File: config.mk
export PLATFORM = sky130hd
export DESIGN_NAME = lpht_ctrl
export DESIGN_NICKNAME = d
export VERILOG_FILES = /design/src/hw/rtl/lpht_pkg.sv /design/src/hw/rtl/lpht_ctrl.sv
export SDC_FILE = /design/constraint.sdc
export NUM_CORES = 1
export LEC_CHECK = 0
export ABC_AREA = 1
export ABC_CLOCK_PERIOD_IN_PS = 1400
export BUFFER_PORTS_ARGS = -buffer_cell sky130_fd_sc_hd__buf_2
export CAP_MARGIN = 20
export CORE_UTILIZATION = 30
export DETAILED_ROUTE_END_ITERATION = 12
export PLACE_DENSITY_LB_ADDON = 0.05
export SLEW_MARGIN = 20
export SYNTH_ARGS = -nofsm -noshare
export SYNTH_HDL_FRONTEND = slang
export SYNTH_SLANG_ARGS = --single-unit
File: constraint.sdc
create_clock -name clk -period 1.4 [get_ports clk]
set_clock_uncertainty 0.15 [all_clocks]
set_input_delay 0.07 -clock clk [delete_from_list [all_inputs] [get_ports clk]]
set_output_delay 0.07 -clock clk [all_outputs]
set_load 0.02 [all_outputs]
File: src/hw/rtl/lpht_pkg.sv
package lpht_pkg;

	localparam int TABLE_DEPTH_DEF = 128;
	localparam int KEY_W           = 63;
	localparam int DATA_W          = 64;
	localparam int FUNC_W          = 2;
	localparam int STATUS_W        = 2;
	// home slot reduction: one byte of the key per step
	localparam int MOD_DIGIT_W     = 8;
	localparam int MOD_STEPS       = 8;

	localparam logic [FUNC_W-1:0] FN_SEARCH = 2'd0;
	localparam logic [FUNC_W-1:0] FN_INSERT = 2'd1;
	localparam logic [FUNC_W-1:0] FN_DELETE = 2'd2;

	localparam logic [STATUS_W-1:0] ST_OK        = 2'd0;
	localparam logic [STATUS_W-1:0] ST_NOT_FOUND = 2'd1;
	localparam logic [STATUS_W-1:0] ST_FULL      = 2'd2;

	typedef struct packed {
		logic [KEY_W-1:0]  key;
		logic [DATA_W-1:0] value;
	} entry_t;

	typedef struct packed {
		logic                clr_wr;
		logic                capture;
		logic                mod_step;
		logic                probe_init;
		logic                rd;
		logic                adv;
		logic                wr_ins;
		logic                wr_del;
		logic                res_load;
		logic [STATUS_W-1:0] res_status;
		logic                res_val;
		logic                out_load;
	} cmd_t;

	typedef struct packed {
		logic              clr_last;
		logic              mod_done;
		logic              slot_empty;
		logic              key_match;
		logic              probe_last;
		logic [FUNC_W-1:0] func;
	} sts_t;

endpackage

File: src/hw/rtl/lpht_ctrl.sv
module lpht_ctrl (
	input  logic           clk,
	input  logic           arst_n,
	input  logic           in_valid,
	output logic           in_ready,
	output logic           out_valid,
	input  logic           out_ready,
	output lpht_pkg::cmd_t cmd,
	input  lpht_pkg::sts_t sts
);
	import lpht_pkg::*;

	typedef enum logic [2:0] {
		S_CLEAR,
		S_IDLE,
		S_MOD,
		S_START,
		S_RD,
		S_EV,
		S_DONE
	} state_t;

	state_t state_q, state_d;
	logic   out_valid_q;
	logic   is_ins;
	logic   is_match_op;

	assign is_ins      = sts.func == FN_INSERT;
	assign is_match_op = (sts.func == FN_SEARCH) || (sts.func == FN_DELETE);
	assign in_ready    = state_q == S_IDLE;
	assign out_valid   = out_valid_q;

	always_comb begin
		cmd     = '0;
		state_d = state_q;
		unique case (state_q)
			S_CLEAR: begin
				cmd.clr_wr = 1'b1;
				if (sts.clr_last) begin
					state_d = S_IDLE;
				end
			end
			S_IDLE: begin
				if (in_valid) begin
					cmd.capture = 1'b1;
					state_d     = S_MOD;
				end
			end
			S_MOD: begin
				cmd.mod_step = 1'b1;
				if (sts.mod_done) begin
					state_d = S_START;
				end
			end
			S_START: begin
				cmd.probe_init = 1'b1;
				if (is_ins || is_match_op) begin
					state_d = S_RD;
				end else begin
					cmd.res_load   = 1'b1;
					cmd.res_status = ST_NOT_FOUND;
					state_d        = S_DONE;
				end
			end
			S_RD: begin
				cmd.rd  = 1'b1;
				state_d = S_EV;
			end
			S_EV: begin
				priority if (sts.slot_empty) begin
					cmd.res_load   = 1'b1;
					cmd.wr_ins     = is_ins;
					cmd.res_status = is_ins ? ST_OK : ST_NOT_FOUND;
					state_d        = S_DONE;
				end else if (sts.key_match && is_match_op) begin
					cmd.res_load   = 1'b1;
					cmd.res_status = ST_OK;
					cmd.res_val    = 1'b1;
					cmd.wr_del     = sts.func == FN_DELETE;
					state_d        = S_DONE;
				end else if (sts.probe_last) begin
					cmd.res_load   = 1'b1;
					cmd.res_status = is_ins ? ST_FULL : ST_NOT_FOUND;
					state_d        = S_DONE;
				end else begin
					cmd.adv = 1'b1;
					cmd.rd  = 1'b1;
				end
			end
			S_DONE: begin
				if (!out_valid_q || out_ready) begin
					cmd.out_load = 1'b1;
					state_d      = S_IDLE;
				end
			end
			default: state_d = S_IDLE;
		endcase
	end

	always_ff @(posedge clk or negedge arst_n) begin
		if (!arst_n) begin
			state_q     <= S_CLEAR;
			out_valid_q <= 1'b0;
		end else begin
			state_q <= state_d;
			if (cmd.out_load) begin
				out_valid_q <= 1'b1;
			end else if (out_ready) begin
				out_valid_q <= 1'b0;
			end
		end
	end

	a_ev_after_read: assert property (@(posedge clk) disable iff (!arst_n)
		state_q == S_EV |-> $past(cmd.rd))
		else $error("slot evaluated without a read");

	a_out_no_overwrite: assert property (@(posedge clk) disable iff (!arst_n)
		cmd.out_load |-> (!out_valid_q || out_ready))
		else $error("pending result beat overwritten");

	a_single_write: assert property (@(posedge clk) disable iff (!arst_n)
		(cmd.wr_ins || cmd.wr_del) |-> (state_q == S_EV && !cmd.clr_wr && !cmd.adv))
		else $error("table write outside evaluation");

	a_clear_then_idle: assert property (@(posedge clk) disable iff (!arst_n)
		(state_q == S_CLEAR && sts.clr_last) |=> state_q == S_IDLE)
		else $error("clearing pass did not finish");

endmodule

* Word-level counts from Yosys, hierarchy flattened
Index checks and enable logic that the tools add are counted.
** Cells by class
- Equality and inequality tests :: 13
- Magnitude comparators :: 0
- $mul :: 0
- Divide/modulo/power cells :: 0
- Reductions and logical operators :: 9
- Shift operators :: 0
- Muxes and demuxes :: 36
- Bitwise gates (word level) :: 0
- Add/subtract/negate cells :: 0
** Operator list (count)
- 2-to-1 mux 3 bit :: 12
- case mux 3 bit (7 select lines) :: 1
- 2-to-1 mux 1 bit :: 16
- 2-to-1 mux 2 bit :: 5
- equality test 3 bit, second input constant :: 3
- != test 2 bit, second input constant :: 4
- equality test 3 x 2 -> 1 bit, second input constant :: 2
- case mux 3 bit (2 select lines) :: 1
- AND reduction 5 bit :: 1
- != test 4 bit, second input constant :: 1
- equality test 3 x 1 -> 1 bit, second input constant :: 1
- zero test 3 bit :: 1
- logical OR 1 bit :: 3
- equality test 2 x 1 -> 1 bit, second input constant :: 1
- equality test 2 bit, second input constant :: 1
- zero test 2 bit :: 1
- case mux 1 bit (2 select lines) :: 1
- nonzero test 2 bit :: 1
- logical AND 1 bit :: 1
- zero test 1 bit :: 1
** Word-level totals
- Bits in latches :: 0
- RAM bits :: 0
- Bits of input ports :: 11
- Word-level logic and storage cells :: 60
- Bits in registers :: 4
- ROM bits :: 0
- Output and inout port bits :: 15
- Memories kept :: 0

* Logic depth before layout (Yosys ltp)
Gate-level depths: netlist of run 1.
- Word-level depth :: 6
- Gate-level depth with buffers :: 8
- Gate-level depth less buffers :: 7

* Least setup slack after synthesis of run 1
No wires, ideal clock.
- Kind :: reg2out
- From :: register state_q[0]
- To :: output port cmd[2] (netlist name)
- Path buffers :: 1
- Arrival :: 1.196 ns
- Required time :: 1.180 ns
- Slack :: -0.016 ns
- Stages on the path, launching flop included :: 6
- Path through :: dfrtp_1 buf_6 inv_4 nor2_2 nand3_1 o21ai_0
** RTL lines
- start, declared :: line lpht_ctrl.sv:23 : state_t state_q, state_d;
- start signal, assigned :: line lpht_ctrl.sv:105 : state_q <= state_d;
- end, declared :: line lpht_ctrl.sv:8 : output lpht_pkg::cmd_t cmd,

==> results of run 1 <==
[what timing repair did]
action / in CTS / in global routing
setup buffers: 4 / 1
setup endpoints to repair: 16 / 16
gates resized for setup: 21 / 7
hold endpoints to repair: 5 / 0
cloned: 0 / 0
pin swaps: 2 / 1
hold buffers: 2 / 0
[cell type report]
type	instances	area (um^2)
fillers	166	732
multi-input cells	55	333
repair buffers	34	236
flip-flops and latches	4	104
clock buffers	3	22.5
inverters	14	58.8
well taps	16	20.0
[placed cells by master (no fill, tap or decap)]
master,instances
sky130_fd_sc_hd__buf_2,14
sky130_fd_sc_hd__buf_4,15
sky130_fd_sc_hd__buf_6,3
sky130_fd_sc_hd__clkbuf_4,3
sky130_fd_sc_hd__clkinv_2,1
sky130_fd_sc_hd__dfrtp_1,1
sky130_fd_sc_hd__dfrtp_2,3
sky130_fd_sc_hd__dlygate4sd3_1,2
sky130_fd_sc_hd__inv_1,8
sky130_fd_sc_hd__inv_2,3
sky130_fd_sc_hd__inv_4,2
sky130_fd_sc_hd__nand2_1,13
sky130_fd_sc_hd__nand2_2,1
sky130_fd_sc_hd__nand3_1,9
sky130_fd_sc_hd__nand3_2,3
sky130_fd_sc_hd__nand3_4,1
sky130_fd_sc_hd__nand3b_1,1
sky130_fd_sc_hd__nor2_1,6
sky130_fd_sc_hd__nor2_2,4
sky130_fd_sc_hd__nor2_4,2
sky130_fd_sc_hd__nor3_1,2
sky130_fd_sc_hd__nor3_2,4
sky130_fd_sc_hd__o21ai_0,4
sky130_fd_sc_hd__o21ai_1,1
sky130_fd_sc_hd__o21ai_2,2
sky130_fd_sc_hd__o21bai_1,2
[state kept, by name, summed over array words and instances (netlist names)]
signal and count:
state_q 3, out_valid 1
[per-layer routing]
layer	up-vias	wire, um	GRT usage
met5	-	0	0
met4	0	0	0.0375
met3	0	53	0.0431
met2	16	593	0.231
met1	265	626	0.216
li1	314	-	-
[logic make-up (layout without fill, tap and decap cells)]
group | after synthesis | after routing | share of synthesized area
buffers and inverters | 16 | 51 | 0.169
and+or+nand+nor | 46 | 46 | 0.510
DFF | 4 | 4 | 0.208
AOI/OAI and AO/OA | 9 | 9 | 0.112
[metrics by stage]
| step | power (uW) | instance area, um^2 | worst slack (ns) | TNS, ns | utilization |
|---|---|---|---|---|---|
| 2_1_floorplan | 869 | 480 | 0.0110 | 0 | - |
| 3_3_place_gp | 1050 | 618 | -0.0194 | -0.0500 | 0.410 |
| 3_5_place_dp | 1040 | 618 | 0.000730 | 0 | 0.410 |
| 4_1_cts | 1350 | 742 | -0.0862 | -0.537 | 0.493 |
| 5_1_grt | 1500 | 774 | -0.152 | -1.53 | 0.514 |
| 6_report | 1390 | 774 | -0.0822 | -0.393 | 0.514 |
[worst max-delay path, cell delays in order, from the launching register on]
cell and delay, ns:
sky130_fd_sc_hd__dfrtp_2 0.47, sky130_fd_sc_hd__inv_4 0.06, sky130_fd_sc_hd__nor2_4 0.12, sky130_fd_sc_hd__nand3_1 0.09
sky130_fd_sc_hd__o21ai_1 0.13, sky130_fd_sc_hd__buf_4 0.16
[power breakdown]
group / switching (uW) / internal [uW]
Clock: 44.2 / 95.7
Sequential: 109 / 174
Combinational: 552 / 412
Total: 705 / 682
[worst max path at each step]
stage | slack (ns) | endpoint | depth (start not counted)
finish | -0.08 | cmd[2] | 5
global route | -0.15 | cmd[5] | 4
CTS | -0.09 | cmd[2] | 5
detailed placement | 0.0007 | state_q[2]$_DFFE_PN0P_ | 5
global placement | -0.02 | state_q[2]$_DFFE_PN0P_ | 5
floorplan | 0.01 | cmd[11] | 5
==> impl_results.html, run 1 <==
<table>
<tr><th>Metric</th><th>Value</th></tr>
<tr><th colspan="2">Global route</th></tr>
<tr><td>Number of global-route vias before repair</td><td>529</td></tr>
<tr><td>Congestion Overflow GR</td><td>0</td></tr>
<tr><td>Total global routing track utilization</td><td>0.153</td></tr>
<tr><td>Wire length of the first global-routing pass</td><td>~2100 um</td></tr>
<tr><td>Antenna violations before repair</td><td>0</td></tr>
<tr><td>Pin count of the biggest net entering global routing</td><td>9</td></tr>
<tr><th colspan="2">Run status</th></tr>
<tr><td>Run status</td><td>finished with violations</td></tr>
<tr><td>Violated checks</td><td>setup timing</td></tr>
<tr><th colspan="2">Clock network</th></tr>
<tr><td>Cell chosen for the clock root</td><td>sky130_fd_sc_hd__clkbuf_4</td></tr>
<tr><td>Clock tree from TritonCTS</td><td>done</td></tr>
<tr><td>Number of H-tree levels</td><td>1</td></tr>
<tr><td>Num CTS Buffers</td><td>3</td></tr>
<tr><td>Clock slew seen by the registers of the worst setup and hold paths</td><td>around 0.040 ns</td></tr>
<tr><td>Clock latency on the worst-skew pair</td><td>about 0.23 ns</td></tr>
<tr><td>Number of sinks on the clock net</td><td>4</td></tr>
<tr><td>Longest Clk Path Bufs</td><td>2</td></tr>
<tr><th colspan="2">Floorplan</th></tr>
<tr><td>I/O pin cnt</td><td>26</td></tr>
<tr><td>Die area</td><td>1770 um^2</td></tr>
<tr><td>Die height</td><td>~42 um</td></tr>
<tr><td>Initial Utilization</td><td>0.319</td></tr>
<tr><td>Area of the placeable core</td><td>around 1500 um^2</td></tr>
<tr><td>Cell row count</td><td>14</td></tr>
<tr><td>Die width</td><td>~42 um</td></tr>
<tr><th colspan="2">Critical path</th></tr>
<tr><td>Cell depth of the worst flop-to-flop path</td><td>6</td></tr>
<tr><td>Critical path origin</td><td>state_q[0]$_DFFE_PN0P_</td></tr>
<tr><td>Launch instance of the worst register-to-register path</td><td>state_q[1]$_DFFE_PN0P_</td></tr>
<tr><td>Kind of start point of the critical path</td><td>flop</td></tr>
<tr><td>Required time of the worst setup path</td><td>between 1 and 1.5 ns</td></tr>
<tr><td>Kind of end point of the critical path</td><td>output port</td></tr>
<tr><td>Critical path peak fanout</td><td>8</td></tr>
<tr><td>Endpoint of the lowest-slack register-to-register path</td><td>state_q[2]$_DFFE_PN0P_</td></tr>
<tr><td>Critical path data arrival time</td><td>~1.3 ns</td></tr>
<tr><td>Setup Crit Path Kind</td><td>flop to output port</td></tr>
<tr><td>Setup slack on the worst flop-to-flop path</td><td>about 0.01 ns</td></tr>
<tr><th colspan="2">Placed design</th></tr>
<tr><td>Buffers on Ports</td><td>25</td></tr>
<tr><td>DP Cell Count</td><td>~120</td></tr>
<tr><td>Placed wire-length estimate</td><td>between 900 and 1000 um</td></tr>
<tr><td>Final weighted congestion in routability-driven placement</td><td>roughly 0.75</td></tr>
<tr><th colspan="2">Detailed routing</th></tr>
<tr><td>Total number of vias</td><td>between 500 and 600</td></tr>
<tr><td>Wire length per cell</td><td>slightly above 10 um</td></tr>
<tr><td>Number of remaining DRC errors</td><td>0</td></tr>
<tr><td>WL final</td><td>1270 um</td></tr>
<tr><td>Via density</td><td>~4.7</td></tr>
<tr><td>Post-route ant nets</td><td>0</td></tr>
<tr><td>First DRT Iteration DRCs</td><td>14</td></tr>
<tr><td>Length of the first detailed-routing pass in iterations</td><td>4</td></tr>
<tr><th colspan="2">STA</th></tr>
<tr><td>Slew @ Worst Pin</td><td>0.207 ns</td></tr>
<tr><td>Worst hold slack</td><td>0.0173 ns</td></tr>
<tr><td>Post-route worst setup slack</td><td>-0.0822 ns</td></tr>
<tr><td>Fmax achieved</td><td>slightly below 700 MHz</td></tr>
<tr><td>RSZ-0062 raised after global routing</td><td>yes</td></tr>
<tr><td>Relative slew margins</td><td>0.862</td></tr>
<tr><td>Final Cycle Share</td><td>1.06</td></tr>
<tr><td>Minimum clock period after layout</td><td>1.48 ns</td></tr>
<tr><td>Fin. max-slew vios</td><td>0</td></tr>
<tr><td>Final Hold Vio Count</td><td>0</td></tr>
<tr><td>Final setup violating endpoints</td><td>10</td></tr>
<tr><th colspan="2">Synth</th></tr>
<tr><td>Average size of a mapped cell</td><td>roughly 6.4 um^2</td></tr>
<tr><td>Post-synthesis net count</td><td>between 80 and 90</td></tr>
<tr><td>Warning count from the yosys run</td><td>0</td></tr>
<tr><td>Sequential-to-total area share from yosys stat</td><td>0.208</td></tr>
<tr><td>FFs w/ async S/R, synth</td><td>1.00</td></tr>
<tr><td>Share of Yosys cell area claimed by the top area cell type</td><td>0.208</td></tr>
<tr><td>Top post-synthesis cells by area</td><td>sky130_fd_sc_hd__dfrtp_1 21%, sky130_fd_sc_hd__nand2_1 10%, sky130_fd_sc_hd__nand3_1 9.4%</td></tr>
<tr><td>Cell count after synthesis</td><td>75</td></tr>
<tr><td>Top cells by count, synth</td><td>13 x sky130_fd_sc_hd__nand2_1, 10 x sky130_fd_sc_hd__inv_1, 9 x sky130_fd_sc_hd__nand3_1, 8 x sky130_fd_sc_hd__nor2_1</td></tr>
<tr><td>Most common cell in the synthesized netlist</td><td>sky130_fd_sc_hd__nand2_1</td></tr>
<tr><td>Post-synth top flop</td><td>sky130_fd_sc_hd__dfrtp_1</td></tr>
<tr><td>Synth unique cells</td><td>19</td></tr>
<tr><td>Number of synthesized flops with an enable pin</td><td>0</td></tr>
<tr><td>Post-synthesis cell area</td><td>slightly below 500 um^2</td></tr>
<tr><td>Synth area leader</td><td>sky130_fd_sc_hd__dfrtp_1</td></tr>
<tr><td>Register bit count reported by yosys</td><td>4</td></tr>
<tr><th colspan="2">Cells and area</th></tr>
<tr><td>Non-filler cells, final</td><td>around 130</td></tr>
<tr><td>Area delta synth-&gt;final</td><td>61.2%</td></tr>
<tr><td>Fraction of layout instances using a drive strength above 1</td><td>0.555</td></tr>
<tr><td>Final antenna diode count</td><td>0</td></tr>
<tr><td>Post-layout net count</td><td>between 100 and 150</td></tr>
<tr><th colspan="2">Power and ir drop</th></tr>
<tr><td>Leakage power total</td><td>~0.00042 uW</td></tr>
<tr><td>Largest voltage drop on the vdd net</td><td>roughly 640 uV</td></tr>
<tr><td>Power density cells</td><td>approximately 1800 nW/um^2</td></tr>
<tr><th colspan="2">Run</th></tr>
<tr><td>Max capacitance violation total</td><td>0</td></tr>
<tr><th colspan="2">Worst hold path</th></tr>
<tr><td>Worst min path class</td><td>primary input to async pin</td></tr>
</table>
Power figures use the tool's default switching activity.
==> run 2, diff against run 1 <==
--- a/config.mk
+++ b/config.mk
@@ -11,7 +11,7 @@
 export CAP_MARGIN = 20
 export CORE_UTILIZATION = 30
 export DETAILED_ROUTE_END_ITERATION = 12
-export PLACE_DENSITY_LB_ADDON = 0.05
+export PLACE_DENSITY = 0.65
 export SLEW_MARGIN = 20
 export SYNTH_ARGS = -nofsm -noshare
 export SYNTH_HDL_FRONTEND = slang
==> run 2 against run 1 <==
The flow still finishes with violations (setup timing). Cell count grew 0.79%. Worst setup slack lost 0.0015 ns. Non-clock buffer count grew 1. Count of clock-buffer cells in the layout is the same. Fmax shrank 0.10%. Routed wire length shrank 2.2%. Critical path depth is the same. Die area is the same. Total power grew 2.1%. Critical endpoint is now cmd[0]. Highest routed layer unchanged.
==> impl_results.html, run 2 (synthesized netlist as in run 1, its figures left out) <==
<table>
<tr><th>Metric</th><th>Value</th></tr>
<tr><th colspan="2">Run status</th></tr>
<tr><td>Run status</td><td>finished with violations</td></tr>
<tr><td>Violated checks</td><td>setup timing</td></tr>
<tr><th colspan="2">STA</th></tr>
<tr><td>Slew @ Worst Pin</td><td>0.176 ns</td></tr>
<tr><td>Minimum clock period after layout</td><td>~1.5 ns</td></tr>
<tr><td>RSZ-0062 raised after global routing</td><td>yes</td></tr>
<tr><td>Final Cycle Share</td><td>1.06</td></tr>
<tr><td>Fin. max-slew vios</td><td>0</td></tr>
<tr><td>Final setup violating endpoints</td><td>10</td></tr>
<tr><td>Fmax achieved</td><td>674 MHz</td></tr>
<tr><td>Post-route worst setup slack</td><td>-0.0837 ns</td></tr>
<tr><td>Relative slew margins</td><td>0.882</td></tr>
<tr><td>Final Hold Vio Count</td><td>0</td></tr>
<tr><th colspan="2">Run</th></tr>
<tr><td>Max capacitance violation total</td><td>0</td></tr>
<tr><th colspan="2">Detailed routing</th></tr>
<tr><td>WL final</td><td>~1200 um</td></tr>
<tr><td>Post-route ant nets</td><td>0</td></tr>
<tr><td>Wire length per cell</td><td>between 9 and 10 um</td></tr>
<tr><td>Via density</td><td>~4.6</td></tr>
<tr><td>Length of the first detailed-routing pass in iterations</td><td>4</td></tr>
<tr><td>Total number of vias</td><td>around 590</td></tr>
<tr><td>Number of remaining DRC errors</td><td>0</td></tr>
<tr><td>First DRT Iteration DRCs</td><td>15</td></tr>
<tr><th colspan="2">Power and ir drop</th></tr>
<tr><td>Largest voltage drop on the vdd net</td><td>between 600 and 700 uV</td></tr>
<tr><td>Cell internal pwr</td><td>between 700 and 800 uW</td></tr>
<tr><td>Fraction of power consumed by sequential logic</td><td>0.186</td></tr>
<tr><td>P_sw</td><td>approximately 710 uW</td></tr>
<tr><td>Switching power share of the total</td><td>0.504</td></tr>
<tr><td>Part of the total power dissipated in the clock network</td><td>0.099</td></tr>
<tr><td>Power density cells</td><td>between 1500 and 2000 nW/um^2</td></tr>
<tr><td>Combinational group share of total power</td><td>0.715</td></tr>
<tr><td>Leakage power total</td><td>roughly 0.00043 uW</td></tr>
<tr><th colspan="2">Global route</th></tr>
<tr><td>Wire length of the first global-routing pass</td><td>1950 um</td></tr>
<tr><td>Congestion Overflow GR</td><td>0</td></tr>
<tr><td>Total global routing track utilization</td><td>0.138</td></tr>
<tr><td>Number of global-route vias before repair</td><td>around 510</td></tr>
<tr><td>Pin count of the biggest net entering global routing</td><td>9</td></tr>
<tr><td>Antenna violations before repair</td><td>0</td></tr>
<tr><th colspan="2">Critical path</th></tr>
<tr><td>Launch instance of the worst register-to-register path</td><td>state_q[1]$_DFFE_PN0P_</td></tr>
<tr><td>Kind of end point of the critical path</td><td>output port</td></tr>
<tr><td>Cell with the largest stage delay on the worst path</td><td>sky130_fd_sc_hd__dfrtp_2</td></tr>
<tr><td>CP most frequent cell</td><td>sky130_fd_sc_hd__buf_4</td></tr>
<tr><td>Critical path origin</td><td>state_q[0]$_DFFE_PN0P_</td></tr>
<tr><td>Largest stage delay on the critical path</td><td>about 0.44 ns</td></tr>
<tr><td>Setup Crit Path Kind</td><td>flop to output port</td></tr>
<tr><td>Required time of the worst setup path</td><td>1.18 ns</td></tr>
<tr><td>Critical path data arrival time</td><td>about 1.3 ns</td></tr>
<tr><td>CP Cell Sequence</td><td>buf_4 &gt; nor2_4 &gt; nand2_1 &gt; nor2_1 &gt; buf_4</td></tr>
<tr><td>Critical path peak fanout</td><td>6</td></tr>
<tr><td>Kind of start point of the critical path</td><td>flop</td></tr>
<tr><th colspan="2">Floorplan</th></tr>
<tr><td>Initial Utilization</td><td>0.319</td></tr>
<tr><td>Die height</td><td>roughly 42 um</td></tr>
<tr><td>Die area</td><td>between 1500 and 2000 um^2</td></tr>
<tr><td>Area of the placeable core</td><td>around 1500 um^2</td></tr>
<tr><td>Cell row count</td><td>14</td></tr>
<tr><td>Die width</td><td>about 42 um</td></tr>
<tr><td>I/O pin cnt</td><td>26</td></tr>
<tr><th colspan="2">Placed design</th></tr>
<tr><td>Buffers on Ports</td><td>25</td></tr>
<tr><td>Placed wire-length estimate</td><td>roughly 920 um</td></tr>
<tr><td>Setup Slack @ Placement</td><td>around 0.014 ns</td></tr>
<tr><td>Final weighted congestion in routability-driven placement</td><td>slightly above 0.8</td></tr>
<tr><th colspan="2">Cells and area</th></tr>
<tr><td>Final antenna diode count</td><td>0</td></tr>
<tr><td>Max FFs per register</td><td>3</td></tr>
<tr><td>Area delta synth-&gt;final</td><td>60.9%</td></tr>
<tr><td>Reg with most FFs</td><td>state_q</td></tr>
<tr><td>Post-layout net count</td><td>roughly 120</td></tr>
<tr><td>Highest-count cells in the layout ignoring fill and taps</td><td>18 x sky130_fd_sc_hd__buf_4, 14 x sky130_fd_sc_hd__buf_2, 13 x sky130_fd_sc_hd__nand2_1</td></tr>
<tr><td>Fraction of layout instances using a drive strength above 1</td><td>0.541</td></tr>
<tr><td>Commonest non-fill, non-tap cell in the layout</td><td>sky130_fd_sc_hd__buf_4</td></tr>
<tr><td>Share of the core filled with cells</td><td>0.513</td></tr>
<tr><th colspan="2">Clock network</th></tr>
<tr><td>Num CTS Buffers</td><td>3</td></tr>
<tr><td>Clock slew seen by the registers of the worst setup and hold paths</td><td>approximately 0.04 ns</td></tr>
<tr><td>Clock tree from TritonCTS</td><td>done</td></tr>
<tr><td>Longest Clk Path Bufs</td><td>2</td></tr>
<tr><td>Cell chosen for the clock root</td><td>sky130_fd_sc_hd__clkbuf_4</td></tr>
<tr><td>Number of H-tree levels</td><td>1</td></tr>
<tr><td>Clock latency on the worst-skew pair</td><td>between 0.2 and 0.25 ns</td></tr>
<tr><td>Number of sinks on the clock net</td><td>4</td></tr>
<tr><th colspan="2">Worst hold path</th></tr>
<tr><td>Worst min path class</td><td>primary input to async pin</td></tr>
</table>
run 2: changes by cell type in the layout (fill, tap and decap cells not counted), sizes merged:
cell,before,now
buf,32,33
run 2: worst max-delay path, delay by kind of cell, from the launching register on:
kind | cells | cell delay, ns
simple gates | 3 | 0.28
flops | 1 | 0.44
buf+inv | 2 | 0.31
run 2: timing repair:
action                                  4_1_cts  5_1_grt
hold buffers                                  2        0
setup buffers                                 5        1
gates resized for setup                      21        4
endpoints found under the setup margin       14       16
pin swaps                                     1        0
hold endpoints to repair                      5        0
run 2: power groups by stage:
| stage | sequential (uW) | combinational, uW | clock (uW) |
|---|---|---|---|
| after floorplan | 221 | 648 | 0 |
| after global placement | 265 | 768 | 0 |
| after detailed placement | 266 | 767 | 0 |
| after CTS | 261 | 972 | 145 |
| after global routing | 269 | 1100 | 158 |
| final | 263 | 1010 | 141 |
run 2: final timing paths:
kind | endpoint | slack, ns | cells past startpoint
worst min-delay path | out_valid$_DFFE_PN0P_ | 0.01 | 2
max in group asynchronous | state_q[2]$_DFFE_PN0P_ | 0.95 | 2
worst max register to register | state_q[1]$_DFFE_PN0P_ | 0.01 | 7
worst min register to register | out_valid$_DFFE_PN0P_ | 0.40 | 2
min in group clk | state_q[2]$_DFFE_PN0P_ | 0.17 | 6
worst max-delay path | cmd[0] | -0.08 | 5
run 2: routing by layer:
metal	GRT usage	routed length, um	share of wire
met2	0.234	614	0.49
met1	0.184	608	0.49
met3	0.0172	22	0.018
met5	0	0	0
met4	0.0375	0	0
run 2: metrics by stage:
step / hold slack (ns) / std cells / setup TNS, ns / cell area (um^2) / total power (uW)
after floorplan: -0.376 / 75 / 0 / 480 / 869
after global placement: -0.276 / 116 / 0 / 618 / 1030
after detailed placement: -0.274 / 116 / 0 / 618 / 1030
after CTS: 0.0210 / 126 / -0.514 / 753 / 1380
after global routing: 0.0112 / 127 / -1.47 / 773 / 1530
final: 0.0144 / 127 / -0.482 / 773 / 1420
run 2: final cells by class:
cell class,instances,area (um^2)
fill,139,733
sequential,4,104
tap,16,20.0
multi-input combinational,55,332
clock buffer,3,22.5
inverter,14,58.8
timing repair buffer,35,236
